`src/hw/rtl/tpoc_pkg.sv`:
```
`default_nettype none

package tpoc_pkg;

   // Power status codes
   localparam logic [2:0] ST_OFF      = 3'd0;
   localparam logic [2:0] ST_FWD      = 3'd1;
   localparam logic [2:0] ST_REV      = 3'd2;
   localparam logic [2:0] ST_TRIP_FWD = 3'd3;
   localparam logic [2:0] ST_TRIP_REV = 3'd4;

   // Item commands
   localparam logic CMD_SAMPLE = 1'b0;
   localparam logic CMD_SET    = 1'b1;

   // Requested states; the last code is unassigned and ignored
   localparam logic [1:0] REQ_OFF    = 2'd0;
   localparam logic [1:0] REQ_FWD    = 2'd1;
   localparam logic [1:0] REQ_REV    = 2'd2;
   localparam logic [1:0] REQ_UNUSED = 2'd3;

   // Power modes
   localparam logic [2:0] MODE_NONE    = 3'd0;
   localparam logic [2:0] MODE_EXT_DCC = 3'd1;
   localparam logic [2:0] MODE_DC      = 3'd3;
   localparam logic [2:0] MODE_DC_REV  = 3'd4;

   // Register indexes
   localparam logic [1:0] REG_POWER_MODE      = 2'd0;
   localparam logic [1:0] REG_OVERLOAD_LIMIT  = 2'd1;
   localparam logic [1:0] REG_COOLDOWN_US     = 2'd2;
   localparam logic [1:0] REG_EXT_ENABLE_USED = 2'd3;

   // Register reset values
   localparam logic [2:0]  RST_POWER_MODE      = 3'd0;
   localparam logic [22:0] RST_OVERLOAD_LIMIT  = 23'd8388607;
   localparam logic [31:0] RST_COOLDOWN_US     = 32'd100000;
   localparam logic        RST_EXT_ENABLE_USED = 1'b0;

   typedef struct packed {
      logic [2:0]  power_mode;
      logic [22:0] overload_limit;
      logic [31:0] cooldown_us;
      logic        ext_enable_used;
   } cfg_type;

   typedef struct packed {
      logic               cmd;
      logic signed [23:0] current;
      logic [1:0]         requested_state;
      logic [31:0]        now_us;
      logic               ext_enable;
   } item_type;

   typedef struct packed {
      logic [2:0]  power_status;
      logic [31:0] trip_time;
      logic        reverse_level;
   } state_type;

   typedef struct packed {
      logic       drive_en;
      logic       reverse_out;
      logic [2:0] power_status;
      logic       tripped_now;
      logic       recovered_now;
   } result_type;

endpackage

`default_nettype wire

```
`src/hw/rtl/tpoc_csr.sv`:
```
`default_nettype none

module tpoc_csr (
   input  wire logic            clock,
   input  wire logic            reset,
   input  wire logic            psel,
   input  wire logic            penable,
   input  wire logic            pwrite,
   input  wire logic [3:0]      paddr,
   input  wire logic [31:0]     pwdata,
   output logic [31:0]          prdata,
   output logic                 pready,
   output tpoc_pkg::cfg_type    cfg,
   output logic                 mode_write
);
   import tpoc_pkg::*;

   cfg_type    cfg_ff, cfg_in;
   logic       wr_en;
   logic [1:0] reg_idx;

   assign pready  = 1'b1;
   assign reg_idx = paddr[3:2];
   assign wr_en   = psel && penable && pwrite;

   // Decode register writes
   always_comb begin
      cfg_in     = cfg_ff;
      mode_write = 1'b0;
      if (wr_en) begin
         unique case (reg_idx)
            REG_POWER_MODE: begin
               cfg_in.power_mode = pwdata[2:0];
               mode_write        = 1'b1;
            end
            REG_OVERLOAD_LIMIT:  cfg_in.overload_limit  = pwdata[22:0];
            REG_COOLDOWN_US:     cfg_in.cooldown_us     = pwdata;
            REG_EXT_ENABLE_USED: cfg_in.ext_enable_used = pwdata[0];
            default: ;
         endcase
      end
   end

   // Hold configuration
   always_ff @(posedge clock) begin
      if (reset) begin
         cfg_ff.power_mode      <= RST_POWER_MODE;
         cfg_ff.overload_limit  <= RST_OVERLOAD_LIMIT;
         cfg_ff.cooldown_us     <= RST_COOLDOWN_US;
         cfg_ff.ext_enable_used <= RST_EXT_ENABLE_USED;
      end else begin
         cfg_ff <= cfg_in;
      end
   end

   // Read back
   always_comb begin
      unique case (reg_idx)
         REG_POWER_MODE:      prdata = {29'd0, cfg_ff.power_mode};
         REG_OVERLOAD_LIMIT:  prdata = {9'd0, cfg_ff.overload_limit};
         REG_COOLDOWN_US:     prdata = cfg_ff.cooldown_us;
         REG_EXT_ENABLE_USED: prdata = {31'd0, cfg_ff.ext_enable_used};
         default:             prdata = 32'd0;
      endcase
   end

   assign cfg = cfg_ff;

endmodule

`default_nettype wire

```
`src/hw/rtl/tpoc_step.sv`:
```
`default_nettype none

module tpoc_step (
   input  tpoc_pkg::cfg_type    cfg,
   input  tpoc_pkg::state_type  st,
   input  tpoc_pkg::item_type   item,
   output tpoc_pkg::state_type  st_next,
   output tpoc_pkg::result_type res
);
   import tpoc_pkg::*;

   logic        cur_gt, cur_lt, is_on, is_trip, cool_done;
   logic [31:0] elapsed;
   logic        tripped, recovered;

   // Reverse level for a channel turned on in a direction
   function automatic logic rev_level(input logic [2:0] mode, input logic [2:0] dir,
                                      input logic old);
      logic lvl;
      lvl = old;
      if (mode == MODE_DC)
         lvl = (dir == ST_REV);
      else if (mode == MODE_DC_REV)
         lvl = (dir == ST_FWD);
      return lvl;
   endfunction

   // Compare current to the non-negative limit
   assign cur_gt = !item.current[23] && (item.current[22:0] > cfg.overload_limit);
   assign cur_lt = item.current[23] || (item.current[22:0] < cfg.overload_limit);

   assign is_on     = (st.power_status == ST_FWD) || (st.power_status == ST_REV);
   assign is_trip   = (st.power_status == ST_TRIP_FWD) || (st.power_status == ST_TRIP_REV);
   assign elapsed   = item.now_us - st.trip_time;
   assign cool_done = elapsed > cfg.cooldown_us;

   // Update power state; a trip never recovers on the same item
   always_comb begin
      st_next   = st;
      tripped   = 1'b0;
      recovered = 1'b0;
      if (item.cmd == CMD_SET) begin
         case (item.requested_state) inside
            REQ_OFF: st_next.power_status = ST_OFF;
            REQ_FWD, REQ_REV: begin
               st_next.power_status  = {1'b0, item.requested_state};
               st_next.trip_time     = item.now_us;
               st_next.reverse_level = rev_level(cfg.power_mode,
                                                 {1'b0, item.requested_state},
                                                 st.reverse_level);
            end
            default: ;
         endcase
      end else if (cfg.power_mode != MODE_NONE) begin
         if (is_on && cur_gt) begin
            st_next.trip_time    = item.now_us;
            st_next.power_status = (st.power_status == ST_FWD) ? ST_TRIP_FWD : ST_TRIP_REV;
            tripped              = 1'b1;
         end else if (is_trip && cool_done && cur_lt) begin
            st_next.power_status  = (st.power_status == ST_TRIP_FWD) ? ST_FWD : ST_REV;
            st_next.trip_time     = item.now_us;
            st_next.reverse_level = rev_level(cfg.power_mode, st_next.power_status,
                                              st.reverse_level);
            recovered             = 1'b1;
         end
      end
   end

   // Form the result from the updated state
   always_comb begin
      res.drive_en = ((st_next.power_status == ST_FWD) || (st_next.power_status == ST_REV))
                     && (cfg.power_mode != MODE_NONE)
                     && !((cfg.power_mode == MODE_EXT_DCC) && cfg.ext_enable_used
                          && !item.ext_enable);
      res.reverse_out   = st_next.reverse_level;
      res.power_status  = st_next.power_status;
      res.tripped_now   = tripped;
      res.recovered_now = recovered;
   end

endmodule

`default_nettype wire

```
`src/hw/rtl/track_power_overload_controller_core.sv`:
```
`default_nettype none

// Track power overload controller, one channel. Each item is either a current
// sample with a microsecond timestamp (cmd 0) or a power state request (cmd 1),
// and each item yields exactly one result carrying the state after that item.
// Items flow at one per cycle while rsp_stall holds no result: an item is
// registered on entry, the state update is a single compare-and-subtract pass
// from that register into the result register, and rsp_valid rises when the
// result register is loaded. While a result waits under rsp_stall the block
// takes one more item into its input register and then raises req_stall.
// Registers sit on an
// APB-style port at byte addresses 0 (power_mode), 4 (overload_limit),
// 8 (cooldown_us) and 12 (ext_enable_used); writing power_mode forces the state
// off. Write registers only while no item is in flight.
module track_power_overload_controller_core (
   input  wire logic               clock,
   input  wire logic               reset,
   // item channel
   input  wire logic               req_valid,
   output logic                    req_stall,
   input  wire logic               req_cmd,
   input  wire logic signed [23:0] req_current,
   input  wire logic [1:0]         req_requested_state,
   input  wire logic [31:0]        req_now_us,
   input  wire logic               req_ext_enable,
   // result channel
   output logic                    rsp_valid,
   input  wire logic               rsp_stall,
   output logic                    rsp_drive_en,
   output logic                    rsp_reverse_out,
   output logic [2:0]              rsp_power_status,
   output logic                    rsp_tripped_now,
   output logic                    rsp_recovered_now,
   // configuration
   input  wire logic               psel,
   input  wire logic               penable,
   input  wire logic               pwrite,
   input  wire logic [3:0]         paddr,
   input  wire logic [31:0]        pwdata,
   output logic [31:0]             prdata,
   output logic                    pready
);
   import tpoc_pkg::*;

   cfg_type    cfg;
   logic       mode_write;
   item_type   item_ff, item_in;
   logic       in_valid_ff, in_valid_in;
   result_type res_ff, res_in, res_calc;
   logic       out_valid_ff, out_valid_in;
   state_type  state_ff, state_in, state_calc;
   logic       out_free, advance, req_take;

   tpoc_csr u_csr (
      .clock      (clock),
      .reset      (reset),
      .psel       (psel),
      .penable    (penable),
      .pwrite     (pwrite),
      .paddr      (paddr),
      .pwdata     (pwdata),
      .prdata     (prdata),
      .pready     (pready),
      .cfg        (cfg),
      .mode_write (mode_write)
   );

   tpoc_step u_step (
      .cfg     (cfg),
      .st      (state_ff),
      .item    (item_ff),
      .st_next (state_calc),
      .res     (res_calc)
   );

   // Pipeline control
   assign out_free  = !out_valid_ff || !rsp_stall;
   assign advance   = in_valid_ff && out_free;
   assign req_stall = in_valid_ff && !out_free;
   assign req_take  = req_valid && !req_stall;

   always_comb begin
      item_in      = req_take ? {req_cmd, req_current, req_requested_state,
                                 req_now_us, req_ext_enable} : item_ff;
      in_valid_in  = req_take || (in_valid_ff && !advance);
      res_in       = advance ? res_calc : res_ff;
      out_valid_in = advance || (out_valid_ff && rsp_stall);
   end

   // Advance state; a power mode write forces it off
   always_comb begin
      state_in = advance ? state_calc : state_ff;
      if (mode_write)
         state_in.power_status = ST_OFF;
   end

   // Hold control, state and payload
   always_ff @(posedge clock) begin
      if (reset) begin
         in_valid_ff  <= 1'b0;
         out_valid_ff <= 1'b0;
         state_ff     <= '0;
      end else begin
         in_valid_ff  <= in_valid_in;
         out_valid_ff <= out_valid_in;
         state_ff     <= state_in;
      end
      item_ff <= item_in;
      res_ff  <= res_in;
   end

   assign rsp_valid         = out_valid_ff;
   assign rsp_drive_en      = res_ff.drive_en;
   assign rsp_reverse_out   = res_ff.reverse_out;
   assign rsp_power_status  = res_ff.power_status;
   assign rsp_tripped_now   = res_ff.tripped_now;
   assign rsp_recovered_now = res_ff.recovered_now;

endmodule

`default_nettype wire

```
`config.mk`:
```
export PLATFORM = sky130hd
export DESIGN_NAME = track_power_overload_controller_core
export DESIGN_NICKNAME = d
export VERILOG_FILES = /design/src/hw/rtl/tpoc_pkg.sv /design/src/hw/rtl/tpoc_csr.sv /design/src/hw/rtl/tpoc_step.sv /design/src/hw/rtl/track_power_overload_controller_core.sv
export SDC_FILE = /design/constraint.sdc
export NUM_CORES = 1
export LEC_CHECK = 0
export BUFFER_PORTS_ARGS = -buffer_cell sky130_fd_sc_hd__buf_4
export CAP_MARGIN = 10
export CORE_MARGIN = 3
export CORE_UTILIZATION = 55
export DETAILED_ROUTE_END_ITERATION = 8
export PLACE_DENSITY_LB_ADDON = 0.1
export SETUP_SLACK_MARGIN = 0.1
export SLEW_MARGIN = 20
export SYNTH_ARGS = -nofsm -noshare
export SYNTH_HDL_FRONTEND = slang
export SYNTH_HIERARCHICAL = 1
export SYNTH_SLANG_ARGS = --single-unit
```
`constraint.sdc`:
```
create_clock -name clock -period 10.03 [get_ports clock]
set_input_delay 1.003 -clock clock [delete_from_list [all_inputs] [get_ports clock]]
set_output_delay 1.003 -clock clock [all_outputs]
set_load 0.02 [all_outputs]
```
# Word-level counts from Yosys, hierarchy flattened
# Cells that the tools add are included.
[classes]
n_addsub = 1
order_cmp = 3
n_reduce_logical = 44
n_eq_ne = 18
mux = 20
bitwise_logic = 1
[op_table]
columns = ["operator", "n"]
rows = [
  ["$pmux W32 S4", 1],
  ["$mux W36", 3],
  ["$mux W33", 2],
  ["$mux W35", 1],
  ["$gt A32 B32 Y1", 1],
  ["$sub A32 B32 Y32", 1],
  ["$gt A23 B23 Y1", 1],
  ["$lt A23 B23 Y1", 1],
  ["$eq A3 B2 Y1 const B", 5],
  ["$logic_and A1 B1 Y1", 15],
  ["$eq A3 B1 Y1 const B", 4],
  ["$mux W1", 9],
  ["$mux W3", 3],
  ["$logic_not A1 Y1", 8],
  ["$reduce_and A2 Y1", 4],
  ["$logic_or A1 B1 Y1", 7],
  ["$eq A2 B2 Y1 const B", 3],
  ["$eq A3 B3 Y1 const B", 2],
  ["$reduce_bool A3 Y1", 2],
  ["$reduce_or A2 Y1", 3],
  ["$reduce_and A5 Y1", 1],
  ["$eq A2 B1 Y1 const B", 2],
  ["$logic_not A2 Y1", 2],
  ["$reduce_or A3 Y1", 1],
  ["other kinds (5)", 5],
]
[word_totals]
inputBits = 103
regBits = 164
wordCells = 106

# Longest topological paths before layout
# Gate-level depths: netlist (run 1).
[depth]
word_depth = 13
depth_mapped = 28
ltp_nobuf = 27

# Modules after synthesis
# The synthesis (run 1) kept the hierarchy.
[by_module_without_submodules]
columns = ["mod", "instances", "cells_per_inst", "area_each_um2", "seq_area_each_um2"]
rows = [
  ["tpoc_step", 1, 536, 4065.1, 0.0],
  ["track_power_overload_controller_core", 1, 233, 3742.3, 2772.7],
  ["tpoc_csr", 1, 299, 2847.7, 1181.1],
]

# Worst setup path before layout (run 1)
# Ideal clock, no wire load.
[synth_timing]
path_kind = "reg2reg"
from = "reg item_ff[2] in the netlist's numbering"
to = "reg state_ff[32] in the netlist's numbering"
path_buffers = 1
slack_ps = 4883
path_stages_with_launch = 26
arrival_ps = 5027
setup_time_ps = 120
path_cell_list = "edfxtp_1 ha_1 nor2b_1 o31a_1 o221a_2 o211ai_1 o31ai_1 a31oi_1 o21ai_0 a41o_1 nor2_1 xnor2_1 ha_1 a21o_1 a21o_1 a21oi_2 o22ai_1 or4b_4 o211ai_4 o21a_1 nor3_2 a21oi_4 buf_12 mux2_4 nand2b_1 mux2i_1"
[synth_via]
elab_chain_len = 6
[synth_rtl]
columns = ["element", "line", "source"]
rows = [
  ["from (decl)", "track_power_overload_controller_core.sv:47", "item_type item_ff, item_in;"],
  ["from (signal assigned)", "track_power_overload_controller_core.sv:108", "item_ff <= item_in;"],
  ["$sub A32 B32 Y32", "tpoc_step.sv:34", "assign elapsed = item.now_us - st.trip_time;"],
  ["$gt A32 B32 Y1", "tpoc_step.sv:35", "assign cool_done = elapsed > cfg.cooldown_us;"],
  ["$logic_and A1 B1 Y1 (2 in a row)", "tpoc_step.sv:59", "end else if (is_trip && cool_done && cur_lt) begin"],
  ["$reduce_bool A3 Y1 (no source line)", "n/a", ""],
  ["$reduce_and A5 Y1 (no source line)", "n/a", ""],
  ["to (signal assigned)", "track_power_overload_controller_core.sv:106", "state_ff <= state_in;"],
  ["to (decl)", "track_power_overload_controller_core.sv:51", "state_type state_ff, state_in, state_calc;"],
]
# No other way between the ends.
# A chain may end at the register's enable or synchronous reset.

# Worst setup path in the final report (run 1)
[layout_timing]
from = "reg item_ff[2] in the netlist's numbering"
to = "reg state_ff[21] in the netlist's numbering"
# Same word-level chain as after synthesis.

==> results of run 1 <==
worst paths after layout:
path | slack [ns] | startpoint | to
setup / recovery | 3.28 | item_ff[2] | state_ff[21]
hold / removal | 0.49 | state_ff[23] | state_ff[23]
setup reg to reg | 3.28 | item_ff[2] | state_ff[21]
hold reg to reg | 0.49 | state_ff[23] | state_ff[23]
final cells by class:
class / count / area share
multi-input cells: 750 / 0.484
repair buffers: 147 / 0.0900
inverters: 101 / 0.0309
clock inverters: 15 / 0.0117
clock buffers: 17 / 0.0347
flip-flops and latches: 164 / 0.322
well taps: 260 / 0.0265
stage by stage:
| step | utilization | power [uW] | area [sq um] |
|---|---|---|---|
| 6_report | 0.649 | 1670 | 12300 |
| 5_1_grt | 0.649 | 1740 | 12300 |
| 3_5_place_dp | 0.619 | 1040 | 11700 |
| 4_1_cts | 0.649 | 1680 | 12300 |
| 3_3_place_gp | 0.619 | 1030 | 11700 |
| 2_1_floorplan | - | 957 | 10700 |
power breakdown:
part	internal [uW]	switching (uW)	leakage, uW
sequential	718	14.4	0.00144
combinational	145	151	0.00348
clock	348	289	0.000275
total	1210	454	0.00520
Yosys cell counts (21+ instances only):
library cell / count / area (sq um)
o21ai_0: 24 / 120
nand2_1: 24 / 90.1
mux2i_1: 94 / 941
dfxtp_1: 97 / 1940
clkbuf_1: 21 / 78.8
nand2b_1: 131 / 820
ha_1: 89 / 1110
a21o_1: 27 / 203
mux2_4: 30 / 450
nor2_1: 82 / 308
a21oi_1: 44 / 220
inv_1: 101 / 379
edfxtp_1: 67 / 2010
flip-flops by register name (all words and copies together), names as in the netlist:
name and flops:
in_valid_ff 1, item_ff 60, rsp_drive_en 1, rsp_power_status 3, rsp_recovered_now 1, rsp_reverse_out 1
rsp_tripped_now 1, rsp_valid 1, state_ff 36, u_csr/cfg 59
logic make-up (layout without fill, tap and decap cells):
family | after synthesis | after routing | share of synthesized area
simple gates | 328 | 328 | 0.172
compound gates | 174 | 174 | 0.116
flops | 164 | 164 | 0.371
buf+inv | 154 | 280 | 0.0736
mux | 130 | 130 | 0.138
fa+ha+maj | 90 | 90 | 0.106
xor+xnor | 27 | 27 | 0.0222
other cells | 1 | 1 | 0.000352
metal layers:
| metal | GRT usage | wire [um] |
|---|---|---|
| met3 | 0.0518 | 1260 |
| met5 | 0 | 0 |
| met2 | 0.362 | 10800 |
| met4 | 0.0613 | 258 |
| met1 | 0.287 | 10700 |
tightest hold or removal path, stage by stage, from the launching register on:
cell	delay, ns
dfxtp_1	0.33
nand2b_1	0.07
mux2i_1	0.05
==> impl_metrics.tcl, run 1 <==
set metrics [dict create \
    status "finished, final reports clean" \
    cp.arrival_ns 7.04 \
    io_buffers 141 \
    grt_pass1_vias 7567 \
    fin_ws_ns 3.28 \
    synth_cell_types 78 \
    crit_type "reg2reg" \
    cts_resized 0 \
    crit_path_end_kind "flop" \
    n_antenna_cell 0 \
    viasPerCell 5.33 \
    critPathMaxFanout 18 \
    multiInputGateArea_sq_um 5930 \
    grt_pass1_wl_um 37600 \
    yosysWarnings 6 \
    async_reset_ff_frac 0 \
    fp.coreArea_sq_um 18900 \
    ys_ff_latch 164 \
    antenna_found_initial 0 \
    ant_nets 0 \
    num_vias 7747 \
    synth_edf_count 67 \
    finalHoldViolCount 0 \
    grt_max_degree 101 \
    fmax_ghz 0.148 \
    gp_congestion 0.799 \
    netlist_instances 1068 \
    critPathRequiredTime_ns 10.32 \
    syn-cell-area_sq_um 10700 \
    powerDensity_nw_per_um2 136 \
    grt_overflow 0 \
    fin_skew_ns 0.0146 \
    initial_core_util 0.564 \
    hpwl_um 16900 \
    fin_setup_tns_ns 0 \
    fin_cells 1454 \
    ys.flop_type "dfxtp_1" \
    synth_fp_nets 1261 \
    relSlewSlack 0.436 \
    cp_num_buf_inv 1 \
    crit_family "compound AO/OA/AOI/OAI gates" \
    ff_latch_area_sq_um 3950 \
    wirelength_um 23100 \
    final_max_slew_viol_count 0 \
    cp.depth 24 \
    whs_ns 0.492 \
    tightestPinTransition_ns 0.847 \
    post-cts-setup-buffer-count 0 \
    max-clock-path-buffers 2 \
    finalCriticalPeriod_ns 6.75 \
    drc 0 \
    clk_pin_slew_ns 0.06 \
    critical-path-slowest-cell "a21oi_4" \
    avgRoutedWirePerCell_um 15.9 \
    fin_crit_sh 0.673 \
    seq_area_frac_synth 0.371 \
    syn_avg_cell_area_sq_um 9.98 \
    hold_depth 2 \
    placed_cells 1422 \
    drive_gt1_frac 0.202 \
    die_w_um 145 \
    cpPeakStageDelay_ns 0.58 \
    hold_class "reg2reg" \
    ioPinCount 145 \
    rsz0062_at_grt "no" \
    maxCapViolCount 0 \
    cellLeakagePower_uw 0.00520 \
    final_net_count 1374 \
    place_ws_ns 3.37 \
    gr-usage-all-layers 0.218 \
    layout_commonest_cell "buf_4" \
    die_area_sq_um 21100 \
    syn_to_final_growth_pct 15.1 \
    irDropWorstVdd_mv 0.123 \
    clk_latency_ns 0.44 \
    cp-start-kind "flop" \
    fillCellCount 1651 \
    h-tree-depth 4 \
    cts_root_buffer "clkbuf_16" \
    clkSinkCount 164 \
    cts_hold_buffers 0 \
    cts_tree "built" \
    num_rows 50 \
    final_cell_mix "buf_4, nand2b_1, inv_1, dfxtp_1, mux2i_1" \
    numCtsBuffers 17 \
    die_height_um 145 \
    drt-pass1-iter-count 5 \
    finalSetupViolations 0 \
    drtIter0Drc 356 \
    reg2regPathDepth 24 \
    crit_chain "ha_1 > nor2b_1 > o31a_1 > o221a_2 > o211ai_1 > o31ai_1 > a31oi_1 > o21ai_0 > a311oi_1 > o31ai_1 > xor2_1 > ha_1 > nand4_1 > or3_2 > nor2_1 > a31oi_1 > o211ai_4 > o21a_1 > nor3_2 > a21oi_4 > buf_4 > mux2_4 > nand2b_1 > mux2i_1" \
]
Note: power is estimated with default switching activity, not from simulation.
==> run 2: changes to the inputs <==
--- a/config.mk
+++ b/config.mk
@@ -5,10 +5,11 @@
 export SDC_FILE = /design/constraint.sdc
 export NUM_CORES = 1
 export LEC_CHECK = 0
+export ABC_AREA = 1
 export BUFFER_PORTS_ARGS = -buffer_cell sky130_fd_sc_hd__buf_4
 export CAP_MARGIN = 10
 export CORE_MARGIN = 3
-export CORE_UTILIZATION = 55
+export CORE_UTILIZATION = 53
 export DETAILED_ROUTE_END_ITERATION = 8
 export PLACE_DENSITY_LB_ADDON = 0.1
 export SETUP_SLACK_MARGIN = 0.1
==> constraint.sdc (replaced) <==
create_clock -name clock -period 6.05 [get_ports clock]
set_input_delay 0.605 -clock clock [delete_from_list [all_inputs] [get_ports clock]]
set_output_delay 0.605 -clock clock [all_outputs]
set_load 0.02 [all_outputs]
==> run 2 against run 1 <==
Effect of this change: combinational power rose by 150%; critical path depth rose by 5; count of clock-buffer cells in the layout rose by 2; non-clock buffer count fell by 1; global-route usage rose by 2.0 points; final cell count rose by 32%; via count rose by 28%; hold slack got worse by 0.14 ns; total power rose by 79%; synthesized cell count rose by 45%; clock skew fell by 0.0024 ns; sequential share of layout area fell by 0.87 points; largest power group unchanged.
==> impl_metrics.tcl, run 2 <==
set metrics [dict create \
    critPathMaxFanout 32 \
    clk_latency_ns 0.43 \
    final_net_count 1836 \
    synthMuxAreaShare 0 \
    finalHoldViolCount 0 \
    cp.arrival_ns 5.43 \
    post-cts-setup-buffer-count 0 \
    place_ws_ns 1.08 \
    netlist_instances 1545 \
    gr-usage-all-layers 0.239 \
    syn-cell-area_sq_um 11100 \
    largest_reg_flops 60 \
    fin_skew_ns 0.0122 \
    synthAdderAreaFrac 0.102 \
    clkSinkCount 164 \
    synth_edf_count 67 \
    grtUsageMet1 0.318 \
    fillCellCount 1974 \
    crit_path_end_kind "flop" \
    grt_max_degree 74 \
    ant_nets 0 \
    grt_pass1_wl_um 43500 \
    n_antenna_cell 0 \
    num_rows 52 \
    cellLeakagePower_uw 0.00602 \
    wirelength_um 26800 \
    synth_top_cell_by_area "edfxtp_1" \
    met2_usage 0.400 \
    cts_resized 0 \
    regMostFlops "item_ff" \
    layout_commonest_cell "nand2_1" \
    synthTopCellsByArea "edfxtp_1, dfxtp_1, nand2_1, ha_1, inv_1" \
    seq_area_frac_synth 0.357 \
    num_vias 9931 \
    grt_overflow 0 \
    cp-start-kind "flop" \
    max-clock-path-buffers 2 \
    fin_crit_sh 0.838 \
    crit_type "reg2reg" \
    numCtsBuffers 17 \
    synth_top_area_share 0.181 \
    fmax_ghz 0.197 \
    gp_congestion 0.901 \
    irDropWorstVdd_mv 0.170 \
    cts_tree "built" \
    cts_root_buffer "clkbuf_16" \
    drtIter0Drc 620 \
    final_max_slew_viol_count 0 \
    hpwl_um 19400 \
    antenna_found_initial 0 \
    finalCriticalPeriod_ns 5.07 \
    synth_cell_types 49 \
    syn_to_final_growth_pct 13.7 \
    fin_setup_tns_ns 0 \
    ys.flop_type "dfxtp_1" \
    die_w_um 151 \
    tightestPinTransition_ns 1.01 \
    yosysWarnings 6 \
    drive_gt1_frac 0.130 \
    drc 0 \
    synth_most_common_cell "nand2_1" \
    ys_ff_latch 164 \
    powerDensity_nw_per_um2 236 \
    syn_avg_cell_area_sq_um 7.18 \
    maxCapViolCount 0 \
    grt_pass1_vias 9085 \
    hold_class "in2reg" \
    io_buffers 141 \
    h-tree-depth 4 \
    netlist_top_cells_count "nand2_1, inv_1, nor2_1" \
    drt-pass1-iter-count 5 \
    critPathRequiredTime_ns 6.41 \
    cpPeakStageDelay_ns 0.55 \
    grt_use_met3 0.0373 \
    clk_pin_slew_ns 0.07 \
    initial_core_util 0.544 \
    rrSetupSlack_ns 0.98 \
    relSlewSlack 0.323 \
    critical-path-slowest-cell "inv_2" \
    die_area_sq_um 22700 \
    synthSimpleGateAreaFrac 0.258 \
    final_cell_mix "nand2_1, inv_1, nor2_1, buf_4, a21oi_1" \
    die_height_um 151 \
    synth_xor_area_frac 0.0237 \
    synth_top_family_by_area "simple AND/OR/NAND/NOR gates" \
    async_reset_ff_frac 0 \
    finalSetupViolations 0 \
    synth_fp_nets 1738 \
    synth_compound_area_frac 0.139 \
    ioPinCount 145 \
    fin_ws_ns 0.981 \
    rsz0062_at_grt "no" \
    fp.coreArea_sq_um 20400 \
    viasPerCell 5.16 \
    cts_hold_buffers 0 \
    avgRoutedWirePerCell_um 13.9 \
    top_usage_layer "met2" \
    status "finished, final reports clean" \
]
run 2: changes by cell type after synthesis, sizes merged, moves of 84 or more:
cell / before / now
nand2: 24 / 336
inv: 101 / 232
nand2b: 131 / 0
nor2: 83 / 198
nand3: 10 / 121
o21ai: 24 / 121
mux2i: 94 / 0
a21oi: 48 / 132
run 2: worst paths after layout:
path	start	endpoint	cells past startpoint
max	item_ff[1]	state_ff[17]	29
min	req_current[0]	item_ff[35]	1
max reg2reg	item_ff[1]	state_ff[17]	29
min reg2reg	u_csr/cfg[53]	u_csr/cfg[53]	2
run 2: cells by family (layout without fill, tap and decap cells):
logic type | Yosys count | in the layout
AND/OR/NAND/NOR | 676 | 676
buffers and inverters | 300 | 411
AO/OA/AOI/OAI | 284 | 284
flip-flops | 164 | 164
adder cells (fa/ha/maj) | 90 | 90
XOR/XNOR | 30 | 30
other | 1 | 1
run 2: where the power goes:
part	internal (uW)	leakage (uW)	switching [uW]
Sequential	1210	0.00145	37.9
Combinational	292	0.00432	441
Clock	530	0.000250	465
run 2: per-layer routing:
metal	up-vias	wire, um
met5	-	0
met4	0	493
met3	33	1320
met2	217	12600
met1	4493	12400
li1	5188	-
run 2: stage by stage:
| step | area, sq um | total power (uW) | hold WS [ns] | util | cells |
|---|---|---|---|---|---|
| after floorplan | 11100 | 1790 | 0.451 | - | 1545 |
| after global placement | 12100 | 1990 | 0.464 | 0.593 | 1894 |
| after detailed placement | 12100 | 2000 | 0.468 | 0.593 | 1894 |
| after CTS | 12600 | 3000 | 0.326 | 0.619 | 1926 |
| after global routing | 12600 | 3160 | 0.328 | 0.619 | 1926 |
| final | 12600 | 2970 | 0.348 | 0.619 | 1926 |
run 2: area by class of cell:
type,instances,area (sq um),area share
flip-flops and latches,164,3960,0.314
clock inverters,13,103,0.00814
clock buffers,19,433,0.0343
well taps,270,338,0.0268
multi-input cells,1081,5810,0.461
inverters,233,875,0.0694
repair buffers,146,1100,0.0869
run 2: critical path: cells and delay by family, from the launching register on:
kind | cells | cell delay [ns]
simple gates | 15 | 1.69
compound gates | 6 | 1.07
xor+xnor | 1 | 0.16
flops | 1 | 0.43
fa+ha+maj | 3 | 0.85
buf+inv | 4 | 0.77
